**src/rtl/tint_pkg.sv**
```systemverilog
// ----------------------------------------------------------------------------
// tint_pkg
// Shared types and constants of the table-interpolated temperature converter.
// ----------------------------------------------------------------------------
package tint_pkg;

    localparam int TABLE_DEPTH = 32;
    localparam int ADDR_W      = $clog2(TABLE_DEPTH);
    localparam int LEN_W       = 6;
    localparam int NPT_W       = ($clog2(TABLE_DEPTH + 1) > LEN_W) ?
                                 $clog2(TABLE_DEPTH + 1) : LEN_W;
    localparam int IDX_W       = 5;
    localparam int RES_W       = 24;
    localparam int TMP_W       = 16;
    localparam int ENT_W       = RES_W + TMP_W;
    localparam int NUM_W       = 43;
    localparam int MAG_W       = NUM_W - 1;
    localparam int DIV_CNT_W   = $clog2(MAG_W);
    localparam int APB_AW      = 3;
    localparam int APB_DW      = 32;

    localparam logic [LEN_W-1:0] TBL_LEN_RST = 6'd2;

    // register select bit of paddr
    localparam logic REG_TABLE_LENGTH = 1'b0;

    localparam logic FUNC_LOAD = 1'b0;
    localparam logic FUNC_CONV = 1'b1;

    localparam logic [1:0] ST_OK   = 2'd0;
    localparam logic [1:0] ST_HOT  = 2'd1;
    localparam logic [1:0] ST_COLD = 2'd2;

    typedef struct packed {
        logic                    func;
        logic [IDX_W-1:0]        entry_index;
        logic [RES_W-1:0]        entry_resistance;
        logic signed [TMP_W-1:0] entry_temperature;
        logic [RES_W-1:0]        resistance;
    } t_in_word;

    typedef struct packed {
        logic signed [TMP_W-1:0] temperature;
        logic [1:0]              status;
        logic [1:0]              sticky_fault;
    } t_out_word;

    typedef struct packed {
        logic             start;
        logic [MAG_W-1:0] dividend;
        logic [RES_W-1:0] divisor;
    } t_div_req;

    typedef struct packed {
        logic             done;
        logic [MAG_W-1:0] quotient;
    } t_div_rsp;

endpackage

```
**src/rtl/tint_ram.sv**
```systemverilog
// ----------------------------------------------------------------------------
// tint_ram
// Generic single-write, single-read RAM with registered read data.
// ----------------------------------------------------------------------------
module tint_ram #(
    parameter int WIDTH = 8,
    parameter int DEPTH = 16
) (
    input  logic                     i_clk,
    input  logic                     i_we,
    input  logic [$clog2(DEPTH)-1:0] i_waddr,
    input  logic [WIDTH-1:0]         i_wdata,
    input  logic [$clog2(DEPTH)-1:0] i_raddr,
    output logic [WIDTH-1:0]         o_rdata
);

    logic [WIDTH-1:0] r_mem [DEPTH];
    logic [WIDTH-1:0] r_rdata;

    always_ff @(posedge i_clk) begin
        if (i_we) begin
            r_mem[i_waddr] <= i_wdata;
        end
        r_rdata <= r_mem[i_raddr];
    end

    assign o_rdata = r_rdata;

endmodule

```
**src/rtl/tint_div.sv**
```systemverilog
// ----------------------------------------------------------------------------
// tint_div
// Restoring unsigned divider, one quotient bit per cycle.
// ----------------------------------------------------------------------------
module tint_div
    import tint_pkg::*;
(
    input  logic     i_clk,
    input  logic     i_rst_n,
    input  t_div_req i_req,
    output t_div_rsp o_rsp
);

    logic                 r_busy, n_busy;
    logic                 r_done, n_done;
    logic [DIV_CNT_W-1:0] r_cnt, n_cnt;
    logic [RES_W-1:0]     r_rem, n_rem;
    logic [MAG_W-1:0]     r_quo, n_quo;
    logic [RES_W-1:0]     r_dvs, n_dvs;

    logic [RES_W:0]       sh;
    logic [RES_W:0]       dif;
    logic                 ge;

    assign sh  = {r_rem, r_quo[MAG_W-1]};
    assign ge  = (sh >= {1'b0, r_dvs});
    assign dif = sh - {1'b0, r_dvs};

    always_comb begin
        n_busy = r_busy;
        n_done = 1'b0;
        n_cnt  = r_cnt;
        n_rem  = r_rem;
        n_quo  = r_quo;
        n_dvs  = r_dvs;
        if (i_req.start) begin
            n_busy = 1'b1;
            n_cnt  = '0;
            n_rem  = '0;
            n_quo  = i_req.dividend;
            n_dvs  = i_req.divisor;
        end else if (r_busy) begin
            n_rem = ge ? dif[RES_W-1:0] : sh[RES_W-1:0];
            n_quo = {r_quo[MAG_W-2:0], ge};
            n_cnt = r_cnt + DIV_CNT_W'(1);
            if (r_cnt == DIV_CNT_W'(MAG_W - 1)) begin
                n_busy = 1'b0;
                n_done = 1'b1;
            end
        end
    end

    always_ff @(posedge i_clk) begin
        if (!i_rst_n) begin
            r_busy <= 1'b0;
            r_done <= 1'b0;
            r_cnt  <= '0;
        end else begin
            r_busy <= n_busy;
            r_done <= n_done;
            r_cnt  <= n_cnt;
        end
        r_rem <= n_rem;
        r_quo <= n_quo;
        r_dvs <= n_dvs;
    end

    assign o_rsp.done     = r_done;
    assign o_rsp.quotient = r_quo;

    a_start_idle: assert property (@(posedge i_clk) disable iff (!i_rst_n)
        i_req.start |-> !r_busy)
        else $error("divider started while busy");

    a_done_after_busy: assert property (@(posedge i_clk) disable iff (!i_rst_n)
        r_done |-> $past(r_busy) && !r_busy)
        else $error("divider done without a running division");

endmodule

```
**src/rtl/table_interpolated_temperature_core.sv**
```systemverilog
// ----------------------------------------------------------------------------
// table_interpolated_temperature_core
// Thermistor resistance to temperature by piecewise-linear table lookup.
//
// Input words arrive on i_in_valid/o_in_ready. A load word writes one
// calibration point into the table RAM in its accept cycle and yields no
// result. A convert word reads the first and last points, then walks the
// table one point at a time until a bracketing pair is found or the last
// point is reached, forms the numerator with one shared multiplier in the
// states S_MUL1 and S_MUL2 and divides it with a one-bit-per-cycle divider.
// Out-of-range inputs and equal neighbor resistances skip the divider.
// o_in_ready is high only while idle, so one word is in flight at a time.
// A result waits in the output register while the receiver stalls; the next
// word can be accepted meanwhile, and its result waits until that register
// is free. Reset clears the control state, the sticky fault code and sets
// table_length to 2; table contents are undefined until loaded.
// The table_length register sits at byte address 0 of the APB port.
// ----------------------------------------------------------------------------
module table_interpolated_temperature_core
    import tint_pkg::*;
(
    input  logic              i_clk,
    input  logic              i_rst_n,
    input  logic              i_in_valid,
    output logic              o_in_ready,
    input  t_in_word          i_in_data,
    output logic              o_out_valid,
    input  logic              i_out_ready,
    output t_out_word         o_out_data,
    input  logic              psel,
    input  logic              penable,
    input  logic              pwrite,
    input  logic [APB_AW-1:0] paddr,
    input  logic [APB_DW-1:0] pwdata,
    output logic [APB_DW-1:0] prdata,
    output logic              pready
);

    typedef enum logic [3:0] {
        S_IDLE,
        S_RD_FIRST,
        S_RD_LAST,
        S_CHECK,
        S_SRCH_WAIT,
        S_SRCH,
        S_MUL1,
        S_MUL2,
        S_SUM,
        S_DIVGO,
        S_DIV,
        S_DONE
    } t_state;

    t_state                  r_state, n_state;
    logic [LEN_W-1:0]        r_tbl_len, n_tbl_len;
    logic [ADDR_W-1:0]       r_rd_addr, n_rd_addr;
    logic [RES_W-1:0]        r_r, n_r;
    logic [RES_W-1:0]        r_prev_res, n_prev_res;
    logic signed [TMP_W-1:0] r_prev_tmp, n_prev_tmp;
    logic [RES_W-1:0]        r_cur_res, n_cur_res;
    logic signed [TMP_W-1:0] r_cur_tmp, n_cur_tmp;
    logic signed [TMP_W-1:0] r_last_tmp, n_last_tmp;
    logic signed [NUM_W-1:0] r_prod, n_prod;
    logic signed [NUM_W-1:0] r_acc, n_acc;
    logic                    r_neg, n_neg;
    logic signed [TMP_W-1:0] r_res_tmp, n_res_tmp;
    logic [1:0]              r_res_st, n_res_st;
    logic [1:0]              r_fault, n_fault;
    logic                    r_out_valid, n_out_valid;
    t_out_word               r_out, n_out;

    logic                    in_acc;
    logic                    cfg_wr;
    logic                    ram_we;
    logic [ENT_W-1:0]        ram_wdata;
    logic [ENT_W-1:0]        ram_rdata;
    logic [RES_W-1:0]        rd_res;
    logic signed [TMP_W-1:0] rd_tmp;
    logic [NPT_W-1:0]        tl_ext;
    logic [NPT_W-1:0]        npts;
    logic [ADDR_W-1:0]       last_idx;
    logic [RES_W-1:0]        dr;
    logic [RES_W-1:0]        dx;
    logic signed [RES_W:0]   mul_a;
    logic signed [TMP_W+1:0] mul_b;
    logic signed [NUM_W-1:0] mul_p;
    logic signed [NUM_W-1:0] acc_neg;
    logic [MAG_W-1:0]        acc_mag;
    logic [TMP_W:0]          q_lo;
    logic [TMP_W:0]          q_sgn;
    t_div_req                div_req;
    t_div_rsp                div_rsp;

    assign in_acc    = i_in_valid && o_in_ready;
    assign cfg_wr    = psel && penable && pwrite && pready;
    assign ram_we    = in_acc && (i_in_data.func == FUNC_LOAD)
                       && (i_in_data.entry_index < TABLE_DEPTH);
    assign ram_wdata = {i_in_data.entry_resistance, i_in_data.entry_temperature};
    assign rd_res    = ram_rdata[ENT_W-1:TMP_W];
    assign rd_tmp    = ram_rdata[TMP_W-1:0];

    // table length clamped to 2..depth
    assign tl_ext   = NPT_W'(r_tbl_len);
    assign npts     = (tl_ext < NPT_W'(2)) ? NPT_W'(2) :
                      (tl_ext > NPT_W'(TABLE_DEPTH)) ? NPT_W'(TABLE_DEPTH) : tl_ext;
    assign last_idx = ADDR_W'(npts - NPT_W'(1));

    assign dr      = r_cur_res - r_prev_res;
    assign dx      = r_r - r_prev_res;
    assign mul_p   = NUM_W'(mul_a) * NUM_W'(mul_b);
    assign acc_neg = -r_acc;
    assign acc_mag = r_acc[NUM_W-1] ? acc_neg[MAG_W-1:0] : r_acc[MAG_W-1:0];
    assign q_lo    = div_rsp.quotient[TMP_W:0];
    assign q_sgn   = r_neg ? -q_lo : q_lo;

    // shared multiplier operands
    always_comb begin
        mul_a = '0;
        mul_b = '0;
        case (r_state)
            S_MUL1: begin
                mul_a = signed'({1'b0, dr});
                mul_b = (TMP_W+2)'(r_prev_tmp);
            end
            S_MUL2: begin
                mul_a = signed'({1'b0, dx});
                mul_b = (TMP_W+2)'(r_cur_tmp) - (TMP_W+2)'(r_prev_tmp);
            end
            default: begin
                mul_a = '0;
                mul_b = '0;
            end
        endcase
    end

    always_comb begin
        div_req.start    = (r_state == S_DIVGO);
        div_req.dividend = acc_mag;
        div_req.divisor  = dr;
    end

    always_comb begin
        n_state     = r_state;
        n_tbl_len   = r_tbl_len;
        n_rd_addr   = r_rd_addr;
        n_r         = r_r;
        n_prev_res  = r_prev_res;
        n_prev_tmp  = r_prev_tmp;
        n_cur_res   = r_cur_res;
        n_cur_tmp   = r_cur_tmp;
        n_last_tmp  = r_last_tmp;
        n_prod      = r_prod;
        n_acc       = r_acc;
        n_neg       = r_neg;
        n_res_tmp   = r_res_tmp;
        n_res_st    = r_res_st;
        n_fault     = r_fault;
        n_out_valid = r_out_valid;
        n_out       = r_out;

        if (cfg_wr && (paddr[2] == REG_TABLE_LENGTH)) begin
            n_tbl_len = pwdata[LEN_W-1:0];
        end

        if (r_out_valid && i_out_ready) begin
            n_out_valid = 1'b0;
        end

        unique case (r_state)
            S_IDLE: begin
                if (in_acc && (i_in_data.func == FUNC_CONV)) begin
                    n_r       = i_in_data.resistance;
                    n_rd_addr = '0;
                    n_state   = S_RD_FIRST;
                end
            end
            S_RD_FIRST: begin
                n_rd_addr = last_idx;
                n_state   = S_RD_LAST;
            end
            S_RD_LAST: begin
                n_prev_res = rd_res;
                n_prev_tmp = rd_tmp;
                n_state    = S_CHECK;
            end
            S_CHECK: begin
                if (r_r < r_prev_res) begin
                    n_res_tmp = r_prev_tmp;
                    n_res_st  = ST_HOT;
                    n_fault   = ST_HOT;
                    n_state   = S_DONE;
                end else if (r_r > rd_res) begin
                    n_res_tmp = rd_tmp;
                    n_res_st  = ST_COLD;
                    n_fault   = ST_COLD;
                    n_state   = S_DONE;
                end else begin
                    n_last_tmp = rd_tmp;
                    n_rd_addr  = ADDR_W'(1);
                    n_state    = S_SRCH_WAIT;
                end
            end
            S_SRCH_WAIT: begin
                n_state = S_SRCH;
            end
            S_SRCH: begin
                if ((r_prev_res <= r_r) && (rd_res >= r_r)) begin
                    n_cur_res = rd_res;
                    n_cur_tmp = rd_tmp;
                    n_state   = S_MUL1;
                end else begin
                    n_prev_res = rd_res;
                    n_prev_tmp = rd_tmp;
                    if (r_rd_addr == last_idx) begin
                        // no bracketing pair in an unsorted table
                        n_res_tmp = r_last_tmp;
                        n_res_st  = ST_OK;
                        n_state   = S_DONE;
                    end else begin
                        n_rd_addr = r_rd_addr + ADDR_W'(1);
                        n_state   = S_SRCH_WAIT;
                    end
                end
            end
            S_MUL1: begin
                if (dr == '0) begin
                    n_res_tmp = r_prev_tmp;
                    n_res_st  = ST_OK;
                    n_state   = S_DONE;
                end else begin
                    n_prod  = mul_p;
                    n_state = S_MUL2;
                end
            end
            S_MUL2: begin
                n_prod  = mul_p;
                n_acc   = r_prod;
                n_state = S_SUM;
            end
            S_SUM: begin
                n_acc   = r_acc + r_prod;
                n_state = S_DIVGO;
            end
            S_DIVGO: begin
                n_neg   = r_acc[NUM_W-1];
                n_state = S_DIV;
            end
            S_DIV: begin
                if (div_rsp.done) begin
                    n_res_tmp = q_sgn[TMP_W-1:0];
                    n_res_st  = ST_OK;
                    n_state   = S_DONE;
                end
            end
            S_DONE: begin
                if (!r_out_valid || i_out_ready) begin
                    n_out.temperature  = r_res_tmp;
                    n_out.status       = r_res_st;
                    n_out.sticky_fault = r_fault;
                    n_out_valid        = 1'b1;
                    n_state            = S_IDLE;
                end
            end
            default: begin
                n_state = S_IDLE;
            end
        endcase
    end

    always_ff @(posedge i_clk) begin
        if (!i_rst_n) begin
            r_state     <= S_IDLE;
            r_tbl_len   <= TBL_LEN_RST;
            r_fault     <= ST_OK;
            r_out_valid <= 1'b0;
        end else begin
            r_state     <= n_state;
            r_tbl_len   <= n_tbl_len;
            r_fault     <= n_fault;
            r_out_valid <= n_out_valid;
        end
        r_rd_addr  <= n_rd_addr;
        r_r        <= n_r;
        r_prev_res <= n_prev_res;
        r_prev_tmp <= n_prev_tmp;
        r_cur_res  <= n_cur_res;
        r_cur_tmp  <= n_cur_tmp;
        r_last_tmp <= n_last_tmp;
        r_prod     <= n_prod;
        r_acc      <= n_acc;
        r_neg      <= n_neg;
        r_res_tmp  <= n_res_tmp;
        r_res_st   <= n_res_st;
        r_out      <= n_out;
    end

    tint_ram #(
        .WIDTH (ENT_W),
        .DEPTH (TABLE_DEPTH)
    ) u_table (
        .i_clk   (i_clk),
        .i_we    (ram_we),
        .i_waddr (ADDR_W'(i_in_data.entry_index)),
        .i_wdata (ram_wdata),
        .i_raddr (r_rd_addr),
        .o_rdata (ram_rdata)
    );

    tint_div u_div (
        .i_clk   (i_clk),
        .i_rst_n (i_rst_n),
        .i_req   (div_req),
        .o_rsp   (div_rsp)
    );

    assign o_in_ready  = (r_state == S_IDLE);
    assign o_out_valid = r_out_valid;
    assign o_out_data  = r_out;
    assign pready      = 1'b1;
    assign prdata      = (paddr[2] == REG_TABLE_LENGTH) ? APB_DW'(r_tbl_len) : '0;

    a_load_no_word: assert property (@(posedge i_clk) disable iff (!i_rst_n)
        (in_acc && (i_in_data.func == FUNC_LOAD)) |=> !$rose(r_out_valid))
        else $error("load produced a result word");

    a_word_from_done: assert property (@(posedge i_clk) disable iff (!i_rst_n)
        $rose(o_out_valid) |-> $past(r_state == S_DONE))
        else $error("result word raised outside the done step");

    a_fault_matches: assert property (@(posedge i_clk) disable iff (!i_rst_n)
        (o_out_valid && (o_out_data.status != ST_OK))
        |-> (o_out_data.sticky_fault == o_out_data.status))
        else $error("sticky fault disagrees with out-of-range status");

    a_div_only_in_div: assert property (@(posedge i_clk) disable iff (!i_rst_n)
        div_rsp.done |-> (r_state == S_DIV))
        else $error("quotient arrived outside the divide step");

endmodule
```
**config.mk**
```make
export PLATFORM = sky130hd
export DESIGN_NAME = table_interpolated_temperature_core
export DESIGN_NICKNAME = d
export VERILOG_FILES = /design/src/rtl/tint_pkg.sv /design/src/rtl/tint_ram.sv /design/src/rtl/tint_div.sv /design/src/rtl/table_interpolated_temperature_core.sv
export SDC_FILE = /design/constraint.sdc
export NUM_CORES = 2
export LEC_CHECK = 0
export BUFFER_PORTS_ARGS = -buffer_cell sky130_fd_sc_hd__buf_2
export CORE_UTILIZATION = 55
export DETAILED_ROUTE_END_ITERATION = 7
export GPL_TIMING_DRIVEN = 0
export PLACE_DENSITY = 0.71
export SLEW_MARGIN = 20
export SYNTH_ARGS = -nofsm -noshare
export SYNTH_HDL_FRONTEND = slang
export SYNTH_SLANG_ARGS = --single-unit
```
**constraint.sdc**
```tcl
create_clock -name i_clk -period 14.65 [get_ports i_clk]
set_clock_uncertainty 0.1 [all_clocks]
set_input_delay 2.1975 -clock i_clk [delete_from_list [all_inputs] [get_ports i_clk]]
set_output_delay 2.1975 -clock i_clk [all_outputs]
set_load 0.01 [all_outputs]
```
Word-level counts from Yosys, hierarchy flattened
Memories as Yosys holds them, arrays and structs flattened. A register that Yosys moved wholly into a read port is not among the register bits.
Index checks and enable logic that the tools add are counted.
W data, S select, Z words.
- register bits after elaboration: 361
- memory bits (writable): 1280
- bits of input ports: 112
- logic and storage cells: 160
- memories: 1
- $add $sub $neg: 10
- multipliers: 1
- magnitude comparators: 7
- equal/unequal tests: 24
- multiplexer cells: 55
- bitwise operators: 6
- reductions and logical operators: 31
- memory list (memory ; words ; bits a word ; read ports ; clocked after Yosys merged registers in ; wr ports ; RTL line ; RTL):
    u_table.r_mem ; 32 ; 40 ; 1 ; 1 ; 1 ; tint_ram.sv:17 ; logic [WIDTH-1:0] r_mem [DEPTH];
- operators by type and width (kind ; number):
    $pmux W43 S2 ; 2
    $mux W16 ; 8
    $mux W42 ; 3
    $pmux W24 S2 ; 2
    $sub A24 B24 Y24 ; 3
    $pmux W16 S4 ; 1
    $mux W24 ; 2
    $pmux W4 S12 ; 1
    $add A43 B43 Y43 ; 1
    $mul A25 B18 Y43 ; 1
    $mux W43 ; 1
    $neg A42 Y42 ; 1
    $pmux W18 S2 ; 1
    $mux W5 ; 7
    $mux W4 ; 8
    $pmux W16 S2 ; 1
    $ge A25 B24 Y1 ; 1
    $ge A24 B24 Y1 ; 1
    $gt A24 B24 Y1 ; 1
    $le A24 B24 Y1 ; 1
    $logic_not A24 Y1 ; 1
    $lt A24 B24 Y1 ; 1
    $pmux W5 S4 ; 1
    $sub A16 B16 Y17 ; 1
    other kinds (31) ; 83

Depth between registers and ports, before layout
- word-level depth: 8
- gate-level depth with buffers: 39
- depth with buffers taken out: 39

By module
Synthesis repeated with hierarchy kept, for this count alone.
- cells, all modules: 6654
- area total of the unflattened synthesis: 87132.3 µm²
- by module, submodules not included (module ; times used ; cells each ; area an instance (µm²) ; sequential area each (µm²)):
    tint_ram ; 1 ; 2813 ; 50564.7 ; 39237.6
    table_interpolated_temperature_core ; 1 ; 3349 ; 31217.4 ; 7767.4
    tint_div ; 1 ; 492 ; 5350.1 ; 2622.5

Least setup slack after synthesis
No wires, ideal clock.
- path type: reg2reg
- start: register r_r[0]
- end: register r_prod[42] (data pin)
- arrival: 8833 ps
- required time: 14291 ps
- slack: 5458 ps
- cell stages (with the launch flop): 36
- path buffers: 1
- period minus slack after synthesis: 9192 ps
- cells stage by stage: edfxtp_1 inv_1 ha_1 inv_1 fa_1 a21o_1 a21o_1 a221oi_1 o21bai_1 or4b_2 nand2_1 o21bai_1 a21oi_1 xor2_1 o21ai_1 clkbuf_1 nand2_1 fa_1 fa_1 inv_1 fa_1 fa_1 fa_1 fa_1 ha_1 and3_1 a221o_1 a21oi_1 o211ai_1 a21oi_1 a21o_1 nand2_1 a221o_1 a21oi_1 xnor2_1 xnor2_1
- word-level cells in the longest chain between the ends: 5
- ends and longest elaborated chain (element ; RTL line ; RTL):
    start: declaration ; table_interpolated_temperature_core.sv:57 ; logic [RES_W-1:0] r_r, n_r;
    start signal: assignment ; table_interpolated_temperature_core.sv:283 ; r_r <= n_r;
    $sub A24 B24 Y24 * ; table_interpolated_temperature_core.sv:109 ; assign dx = r_r - r_prev_res;
    $pmux W24 S2 * ; table_interpolated_temperature_core.sv:120 ; case (r_state)
    $mul A25 B18 Y43 * ; table_interpolated_temperature_core.sv:110 ; assign mul_p = NUM_W'(mul_a) * NUM_W'(mul_b);
    named net mul_p[42] ; table_interpolated_temperature_core.sv:86 ; logic signed [NUM_W-1:0] mul_p;
    $mux W43 ; table_interpolated_temperature_core.sv:226 ; if (dr == '0) begin
    $pmux W43 S2 * ; table_interpolated_temperature_core.sv:169 ; unique case (r_state)
    end signal: assignment ; table_interpolated_temperature_core.sv:289 ; r_prod <= n_prod;
    end: declaration ; table_interpolated_temperature_core.sv:63 ; logic signed [NUM_W-1:0] r_prod, n_prod;
The timed path passes the listed nets; every way through them passes the cells marked *. The select of a mux whose other input is x is not followed.
A chain may end at the register's enable or synchronous reset.

Final worst setup path
Same ends and word-level chain as after synthesis.

==> flow_summary.ini <==
[power_and_ir_drop]
ir_drop_mv = 0.125
cellPowerDensity_mw_per_mm2 = 115
leakagePower_uw = 0.0356

[setup_path]
r2r_end = r_prod[42]
arrival_ps = 12050
cp_max_fo = 10
crit_required_ps = 15120
critical_path.startpoint = r_r[0]
path_common_cell = fa_1
rr_startpoint = r_r[0]
setup.worst_path.start_class = flop
reg2reg_slack_ps = 3060
r2r_cells = 35
crit_slowest_cell = o21ai_1
crit_type = reg2reg
end_kind = flop
crit_path_max_incr_delay_ps = 790
crit_end = r_prod[42]

[timing]
max_freq_mhz = 86.3
fin_crit_ps = 11590
slew_headroom_pct = 12.6
slew_violations = 0
rsz0062_at_grt = no
tns_ps = 0
setup_viol = 0
worstMarginPinSlew_ps = 1300
finalCritPeriodShare_pct = 79.1
finalHoldViolCount = 0

[cts]
cts_tree = built
cts_made_buffers = 170
clock_path_buffers = 3
postCtsSetupRepairBufs = 0
h-tree-depth = 4
cts-resized-gates = 0
cts_sinks = 1681
cts_root_buf = clkbuf_16
clock_latency_ps = 830
clk_pin_slew_ps = 60
hold_buffers = 0

[synth]
yosysWarnings = 0
synth_ff_type = edfxtp_1
synth_area_per_cell_um2 = 15.0
syn_inst = 5668
synth_seq_area_share_pct = 58.4
async_reset_ff_share_pct = 0
syn_area_mm2 = 0.0850
synth.distinct_cells = 79
synth-seq-cells = 1681
synth_edf_count = 1596

[finish]
areaGrowthSynthToFinish_pct = 13.0
fin_util_pct = 62.9
final_nets = 6837
layout-drive-gt1-share_pct = 16.7
layout_common_cells = edfxtp_1 (1596), inv_1 (551), nand2_1 (517), mux4_2 (400), fa_1 (357)
fill_cells = 10800
layout_commonest_cell = edfxtp_1

[global_route]
grt_pass1_wl_um = 343000
first_global_vias = 52100
grt_max_degree = 45
gr-total-overflow = 0
antenna_found_initial = 14
grt_use_total_pct = 30.4

[die]
boundaryPins = 167
chipHeight_um = 395
coreArea_mm2 = 0.153
rows = 143
dieArea_mm2 = 0.156
fp.dieW_um = 395
initial_core_util_pct = 55.7

[route]
route.detailed.drc = 0
drt_iter0_drc = 6139
wl_um = 236000
antenna_left = 0
vias_per_cell = 6.23
via_count = 51400
routedWlPerCell_um = 28.6
drt_pass1_iterations = 6

[placement]
dpl.hpwl_um = 162000
io_buffers = 111
routabilityCongestion = 0.962

[hold_path]
worstHoldPathType = reg2reg
holdPathStages = 0

[outcome]
status = complete, no violations

[flow_run]
maxCapViolations = 0
[flip-flops by register name, indices dropped and copies added, names as in the netlist, 20 cells and up]
signal           count
r_acc               43
u_table.r_mem     1280
r_prod              43
r_cur_res           24
u_div.r_dvs         24
u_table.o_rdata     40
u_div.r_quo         42
o_out_data          20
r_r                 24
u_div.r_rem         24
r_prev_res          24
[critical path: cells and delay by family (launching register included)]
family	cells	cell delay [ps]
compound gates	14	4000
xor+xnor	3	570
fa+ha+maj	9	4040
buf+inv	4	800
flops	1	480
simple gates	5	1300
[cells by family (layout without fill, tap and decap cells)]
family	count (synthesis)	in the layout	share of synthesized area, %
xor+xnor	215	215	2.22
mux	469	469	11.5
other cells	2	30	0.00884
fa+ha+maj	659	659	12.9
compound gates	728	728	5.49
flops	1681	1681	58.4
buf+inv	803	1320	3.67
simple gates	1111	1111	5.87
[cells in the mapped netlist, types with 40 or more instances]
cell type	instances	area share [%]
mux4_2	400	11
and2_1	55	0.40
nor2_1	262	1.2
xor2_1	96	0.99
clkbuf_1	185	0.82
nand3_1	41	0.24
a21oi_1	174	1.0
ha_1	302	4.4
a21o_1	108	0.95
inv_1	553	2.4
o21ai_0	187	1.1
edfxtp_1	1596	56
dfxtp_1	85	2.0
fa_1	357	8.4
nand2_1	518	2.3
xnor2_1	119	1.2
nand2b_1	40	0.29
nor2b_1	46	0.34
mux2_2	43	0.57
[area by class of cell]
cell class                      count  area (um2)  share of cell area, %
Antenna cell                        3        7.51                0.00782
Buffer                            249        1070                   1.12
Clock buffer                      223        4530                   4.72
Clock inverter                     93        1150                   1.20
Inverter                          554        2080                   2.17
Multi-Input combinational cell   3209       32700                   34.0
Sequential cell                  1681       49600                   51.7
Tap cell                         2030        2540                   2.65
Timing Repair Buffer              201        2310                   2.41
[where the power goes]
group | internal (uW) | total [uW] | switching, uW
logic | 495 | 1140 | 643
clock network | 2500 | 4420 | 1920
registers | 5350 | 5430 | 79.7
total | 8350 | 11000 | 2640
[worst min-delay path by stage]
| stage | startpoint | end | slack, ps |
|---|---|---|---|
| global placement | r_res_tmp[13] | o_out_data[17] | 310 |
| floorplan | r_res_tmp[6] | o_out_data[10] | 300 |
| global route | r_res_tmp[8] | o_out_data[12] | 330 |
| finish | r_res_tmp[2] | o_out_data[6] | 320 |
| detailed placement | r_res_tmp[13] | o_out_data[17] | 300 |
| CTS | r_res_tmp[13] | o_out_data[17] | 320 |
[stage by stage]
| step | worst slack [ps] | hold slack [ps] | power, uW | cell area [um2] | std cells |
|---|---|---|---|---|---|
| after detailed placement | 3250 | 305 | 6650 | 90200 | 7918 |
| after global routing | 2640 | 325 | 11300 | 96000 | 8240 |
| after CTS | 3230 | 317 | 11000 | 95900 | 8234 |
| final | 3060 | 317 | 11000 | 96000 | 8243 |
| after global placement | 2990 | 306 | 6610 | 88200 | 7834 |
| after floorplan | 5460 | 300 | 6230 | 85100 | 5693 |
[metal layers]
| metal | track usage [%] | vias up | wire, um |
|---|---|---|---|
| li1 | - | 21700 | - |
| met1 | 39.2 | 26000 | 86600 |
| met2 | 49.6 | 3055 | 114000 |
| met3 | 6.16 | 615 | 23000 |
| met4 | 14.4 | 12 | 11900 |
| met5 | 0 | - | 75 |
(Power assumes the default switching activity.)
